--- src/design/source_text_lexer_defines.svh ---
// Assertion macros shared by the lexer modules.
// Depends on nothing; included by files that assert.
`ifndef SOURCE_TEXT_LEXER_DEFINES_SVH
`define SOURCE_TEXT_LEXER_DEFINES_SVH
`ifndef NO_ASSERTIONS
`define STL_ASSERT_IMP(label, clk, rst_n, a, c) \
label: assert property (@(posedge clk) disable iff (!rst_n) (a) |-> (c)) \
else $error("assertion failed");
`define STL_ASSERT_NEXT(label, clk, rst_n, a, c) \
label: assert property (@(posedge clk) disable iff (!rst_n) (a) |=> (c)) \
else $error("assertion failed");
`else
`define STL_ASSERT_IMP(label, clk, rst_n, a, c)
`define STL_ASSERT_NEXT(label, clk, rst_n, a, c)
`endif
`endif

--- src/design/stl_back.sv ---
// Back: queue of token groups, drained one token per output item.
// Depends on stl_pkg and the assertion macros.
`include "source_text_lexer_defines.svh"
module stl_back #(
    parameter int LW = 16,
    parameter int CW = 16,
    parameter int NW = 12
) (
    input  logic          clk,
    input  logic          rst_n,
    input  logic          push,
    input  logic [1:0]    cnt,
    input  logic [5:0]    k_i [3],
    input  logic [LW-1:0] l_i [3],
    input  logic [CW-1:0] c_i [3],
    input  logic [NW-1:0] n_i [3],
    input  logic [2:0]    d_i,
    output logic          room,
    output logic          o_valid,
    input  logic          o_ready,
    output logic [5:0]    k_o,
    output logic [LW-1:0] l_o,
    output logic [CW-1:0] c_o,
    output logic [NW-1:0] n_o,
    output logic          e_o,
    output logic          d_o
);
    localparam int W = 6 + LW + CW + NW + 2;
    logic [W-1:0] q_reg [4];
    logic [2:0] cnt_reg;
    logic [1:0] rd_reg, wr_reg;
    logic pop;
    logic [W-1:0] head;

    assign room = cnt_reg <= 3'd1;
    assign o_valid = cnt_reg != 3'd0;
    assign pop = o_valid && o_ready;
    assign head = q_reg[rd_reg];
    assign {k_o, l_o, c_o, n_o, e_o, d_o} = head;

    always_ff @(posedge clk)
    begin
        if (push)
        begin
            for (int i = 0; i < 3; i++)
            begin
                if (2'(i) < cnt)
                    q_reg[wr_reg + 2'(i)] <= {k_i[i], l_i[i], c_i[i], n_i[i],
                        2'(i) == cnt - 2'd1, d_i[i]};
            end
        end
    end

    always_ff @(posedge clk or negedge rst_n)
    begin
        if (!rst_n)
        begin
            cnt_reg <= '0; rd_reg <= '0; wr_reg <= '0;
        end
        else
        begin
            if (push) wr_reg <= wr_reg + cnt;
            if (pop) rd_reg <= rd_reg + 2'd1;
            cnt_reg <= cnt_reg + (push ? {1'b0, cnt} : 3'd0) - {2'b0, pop};
        end
    end

    `STL_ASSERT_IMP(a_room, clk, rst_n, push, cnt_reg <= 3'd1)
    `STL_ASSERT_IMP(a_cap, clk, rst_n, 1'b1, cnt_reg <= 3'd4)
    `STL_ASSERT_NEXT(a_hold, clk, rst_n, o_valid && !o_ready && !push, o_valid)
endmodule
--- config.mk ---
export PLATFORM = sky130hd
export DESIGN_NAME = stl_back
export DESIGN_NICKNAME = d
export VERILOG_FILES = /design/src/design/stl_back.sv
export VERILOG_INCLUDE_DIRS = /design/src /design/src/design
export SDC_FILE = /design/constraint.sdc
export NUM_CORES = 1
export LEC_CHECK = 0
export BUFFER_PORTS_ARGS = -buffer_cell sky130_fd_sc_hd__buf_2
export CAP_MARGIN = 15
export CORE_UTILIZATION = 52
export CTS_CLUSTER_DIAMETER = 80
export DETAILED_ROUTE_END_ITERATION = 8
export PLACE_DENSITY_LB_ADDON = 0.08
export SLEW_MARGIN = 20
export SYNTH_ARGS = -nofsm -noshare
export SYNTH_HDL_FRONTEND = slang
export SYNTH_SLANG_ARGS = --single-unit
--- constraint.sdc ---
create_clock -name clk -period 5 [get_ports clk]
set_input_delay 1.5 -clock clk [delete_from_list [all_inputs] [get_ports clk]]
set_output_delay 1.5 -clock clk [all_outputs]
set_load 0.02 [all_outputs]
### Word-level counts from Yosys, hierarchy flattened

Memory sizes are Yosys's and may differ from the RTL's.
Index checks and enable logic that the tools add are counted.

| cells by class | value |
|---|---|
| $add $sub $neg | 7 |
| order comparisons | 4 |
| equal/unequal tests | 2 |
| muxes and demuxes | 10 |
| reduce and logical (&&, ||, !) cells | 3 |

Operator list:

| kind | number |
|---|---|
| 2-to-1 mux 1 bit | 9 |
| adder 2 x 1 -> 2 bit, second input constant | 2 |
| less-than comparator 1 x 2 -> 1 bit, first input constant | 2 |
| adder 3 x 2 -> 3 bit | 1 |
| less-or-equal comparator 3 x 1 -> 1 bit, second input constant | 1 |
| nonzero test 3 bit | 1 |
| subtractor 3 x 1 -> 3 bit | 1 |
| adder 2 bit | 1 |
| adder 2 bit, second input constant | 1 |
| equality test 1 x 2 -> 1 bit, first input constant | 1 |
| equality test 2 bit, first input constant | 1 |
| zero test 2 bit | 1 |
| less-than comparator 2 bit, first input constant | 1 |
| 2-to-1 mux 2 bit | 1 |
| subtractor 2 x 1 -> 2 bit, second input constant | 1 |
| logical AND 1 bit | 1 |

| word-level totals | value |
|---|---|
| flip-flop bits (word level) | 7 |
| memory bits (writable) | 208 |
| memories | 1 |

Memories:

| name | words | width | read ports | clocked after Yosys merged registers in | write ports | RTL line | text |
|---|---|---|---|---|---|---|---|
| q_reg | 4 | 52 | 1 | 0 | 3 | stl_back.sv:29 | `logic [W-1:0] q_reg [4];` |

### Longest topological paths before layout

| logic depth | value |
|---|---|
| depth after elaboration | 4 |
| gate-level depth with buffers | 8 |
| depth with buffers taken out | 7 |

### Least setup slack after synthesis

No wires, ideal clock.

| timing | value |
|---|---|
| kind | input to register |
| start | input cnt[0] |
| end | memory q_reg[0][0] (netlist name), enable pin |
| setup time | 0.540 ns |
| data arrival time | 5.795 ns |
| data required time | 4.460 ns |
| setup slack | -1.335 ns |
| stages | 3 |
| cells stage by stage | clkbuf_1 -> o21ai_0 -> a211oi_1 |

RTL lines:

| element | RTL line | text |
|---|---|---|
| start, declared | stl_back.sv:12 | `input logic [1:0] cnt,` |
| end, declared | stl_back.sv:29 |  |

### Worst setup path in the final report

| timing | value |
|---|---|
| start | register rd_reg[0] |
| end | output c_o[14] |

| on the way | value |
|---|---|
| cells in the longest elaborated chain, start to end | 1 |

Ends and longest elaborated chain:

| element | RTL line | text |
|---|---|---|
| start, declared | stl_back.sv:31 | `logic [1:0] rd_reg, wr_reg;` |
| start signal, assigned | stl_back.sv:63 | `if (pop) rd_reg <= rd_reg + 2'd1;` |
| memory read (4 x 52 bit) | -- |  |
| end, declared | stl_back.sv:23 | `output logic [CW-1:0] c_o,` |

Every way passes these cells.

==> out/results.ini <==
[status]
status=finished clean

[yosys]
synth_top_area_frac=0.465
syn-num-nets=951
synth.area.top_cells=edfxtp_1, mux2_2, mux2_1, mux2_4, mux4_2
yosys_warnings=0
synth.distinct_cells=35
synth-seq-area-share=0.478
synth_seq_cells=215
syn_inst=787
syn_area_um2=13400
syn_avg_cell_area_um2=17.1
yosysTopAreaCell=edfxtp_1

[cts]
cts.sinks=215
cts_tree=yes
postCtsSetupBuffers=0
cts_resized=0
clockBufferDepth=3
root_buffer=clkbuf_16
clk_latency_ns=0.53
htreeDepth=1
cts_buffers=26
hold_buffers=0
path_clk_slew_ns=0.06

[timing]
setup_viol=0
slew_viol_final=0
relSlewSlack=0.372
hold_violations=0
skew_ns=0.0116
fmax_mhz=253
fin_ws_ns=1.04
fin_crit_sh=0.792
grt_setup_unrepaired=no
period_needed_ns=3.96
tightest_slew_ns=0.938

[route]
drt-initial-drc-count=454
wl_um=32100
via_per_inst=5.75
drc_errors=0
antenna_left=0
first_pass_iters=4
avgRoutedWirePerCell_um=23.9
vias=7727

[floorplan]
die_area_um2=26500
pin_count=213
core_um2=25300
fp.dieW_um=163
initial_core_util=0.532
std_cell_rows=58
die_h_um=163

[placement]
place_ws_ns=1.14
globalplace.congestion=0.746
port_buffers=212
post-dp-hpwl_um=19500

[layout]
final_common_cell=buf_2
largest_register_ffs=208
final_core_util=0.617
layout_common_cells=buf_2, edfxtp_1, mux2_2
fill_cells=1949
nNetsFinal=1155
area_growth_syn_to_layout_pct=16.0
drive_gt1_frac=0.589
multiInputGateArea_um2=6610
layout.area.seq_um2=6430

[global_routing]
grt_pass1_vias=8361
antenna_found_initial=5
grt_max_degree=40
grt_pass1_wl_um=48700
track_usage=0.246
grt_remaining_overflow=0

[critical_path]
crit_buf_inv=2
cp_max_fo=28
path_depth=3
crit_path_end_kind=primary output
worst-setup-path-type=reg -> out
cp.required_ns=3.50
max_stage_delay_ns=0.83
path_cells=buf_12 -> mux4_2 -> buf_2
crit_slowest_cell=dfrtp_4
worstPathArrival_ns=2.46
path_delay_family=flip-flops
ff2ff_path_depth=4
cp-start-kind=flop

[flow_run]
maxCapViolCount=0

[min_path]
whs_path_depth=1
hold_path.class=reg -> reg

[power]
power.leakage_nw=6.17
powerDensity_nw_per_um2=460
ir_drop_uv=277
p_total_mw=7.16

## per-stage QoR
stage          cell area [µm²]  instances  setup TNS (ns)  hold slack [ns]
6_report                 15600       1344               0            0.545
5_1_grt                  15600       1342               0            0.574
4_1_cts                  15600       1339               0            0.545
3_5_place_dp             14800       1293               0            0.534
3_3_place_gp             14800       1293               0            0.513
2_1_floorplan            13400        787         -138.79            0.482
## logic make-up after synthesis
| kind of cell | Yosys count | synth area share |
|---|---|---|
| AOI/OAI and AO/OA | 10 | 0.00531 |
| xor gates and xnor gates | 6 | 0.00391 |
| adders and majority gates | 6 | 0.00596 |
| buffers and inverters | 65 | 0.0352 |
| DFF | 215 | 0.478 |
| muxes | 461 | 0.459 |
| and+or+nand+nor | 24 | 0.0131 |
## worst register-to-register path, cell delays in order, from the launching register on
cell      delay, ns
dfrtp_1        0.75
nand4b_4       0.73
buf_12         0.46
mux2_1         0.35
mux2_4         0.26
## power by group
group | internal (mW) | switching (mW)
registers | 2.46 | 0.251
clock network | 1.02 | 0.737
logic | 1.31 | 1.39
total | 4.78 | 2.38
## worst paths after layout
kind | start | to | slack [ns]
setup / recovery | rd_reg[0] | c_o[14] | 1.04
hold / removal | cnt_reg[2] | cnt_reg[2] | 0.54
setup reg to reg | wr_reg[1] | q_reg[3][20] | 2.20
hold reg to reg | cnt_reg[2] | cnt_reg[2] | 0.54
max in group asynchronous | rst_n | rd_reg[0] | 4.02
min in group asynchronous | rst_n | wr_reg[0] | 0.80
## synth_stat cells
master      n
xnor2_1     4
nand2_1     9
ha_1        4
buf_6      22
nand4b_4    2
nand3_1     1
dfrtp_1     7
nor4bb_1    1
buf_1       1
mux2_2    157
mux2_1    150
edfxtp_1  208
and3_1      1
buf_4      11
a211oi_1    2
nor2b_1     2
clkbuf_1    7
nand2b_1    1
or3_1       1
mux2_4    102
a21boi_0    1
o21ai_0     2
o211ai_1    4
nand3b_1    1
mux4_2     52
fa_1        1
o31a_1      1
nor2_1      2
maj3_1      1
inv_1       6
nand2_2     1
buf_2      18
and2_1      1
nand4_4     1
xor2_1      2
## cell type report
cell class | instances | area share
diodes | 5 | 0.000803
clock buffers | 35 | 0.0472
clock inverters | 11 | 0.00321
inverters | 6 | 0.00145
multi-input cells | 507 | 0.424
flip-flops and latches | 215 | 0.413
well taps | 330 | 0.0265
repair buffers | 235 | 0.0840
## routing by layer
layer / track usage / share of wire
met5: 0 / 0.00041
met1: 0.296 / 0.41
met4: 0.0731 / 0.021
met2: 0.445 / 0.52
met3: 0.0443 / 0.053
Note: power is estimated with default switching activity, not from simulation.
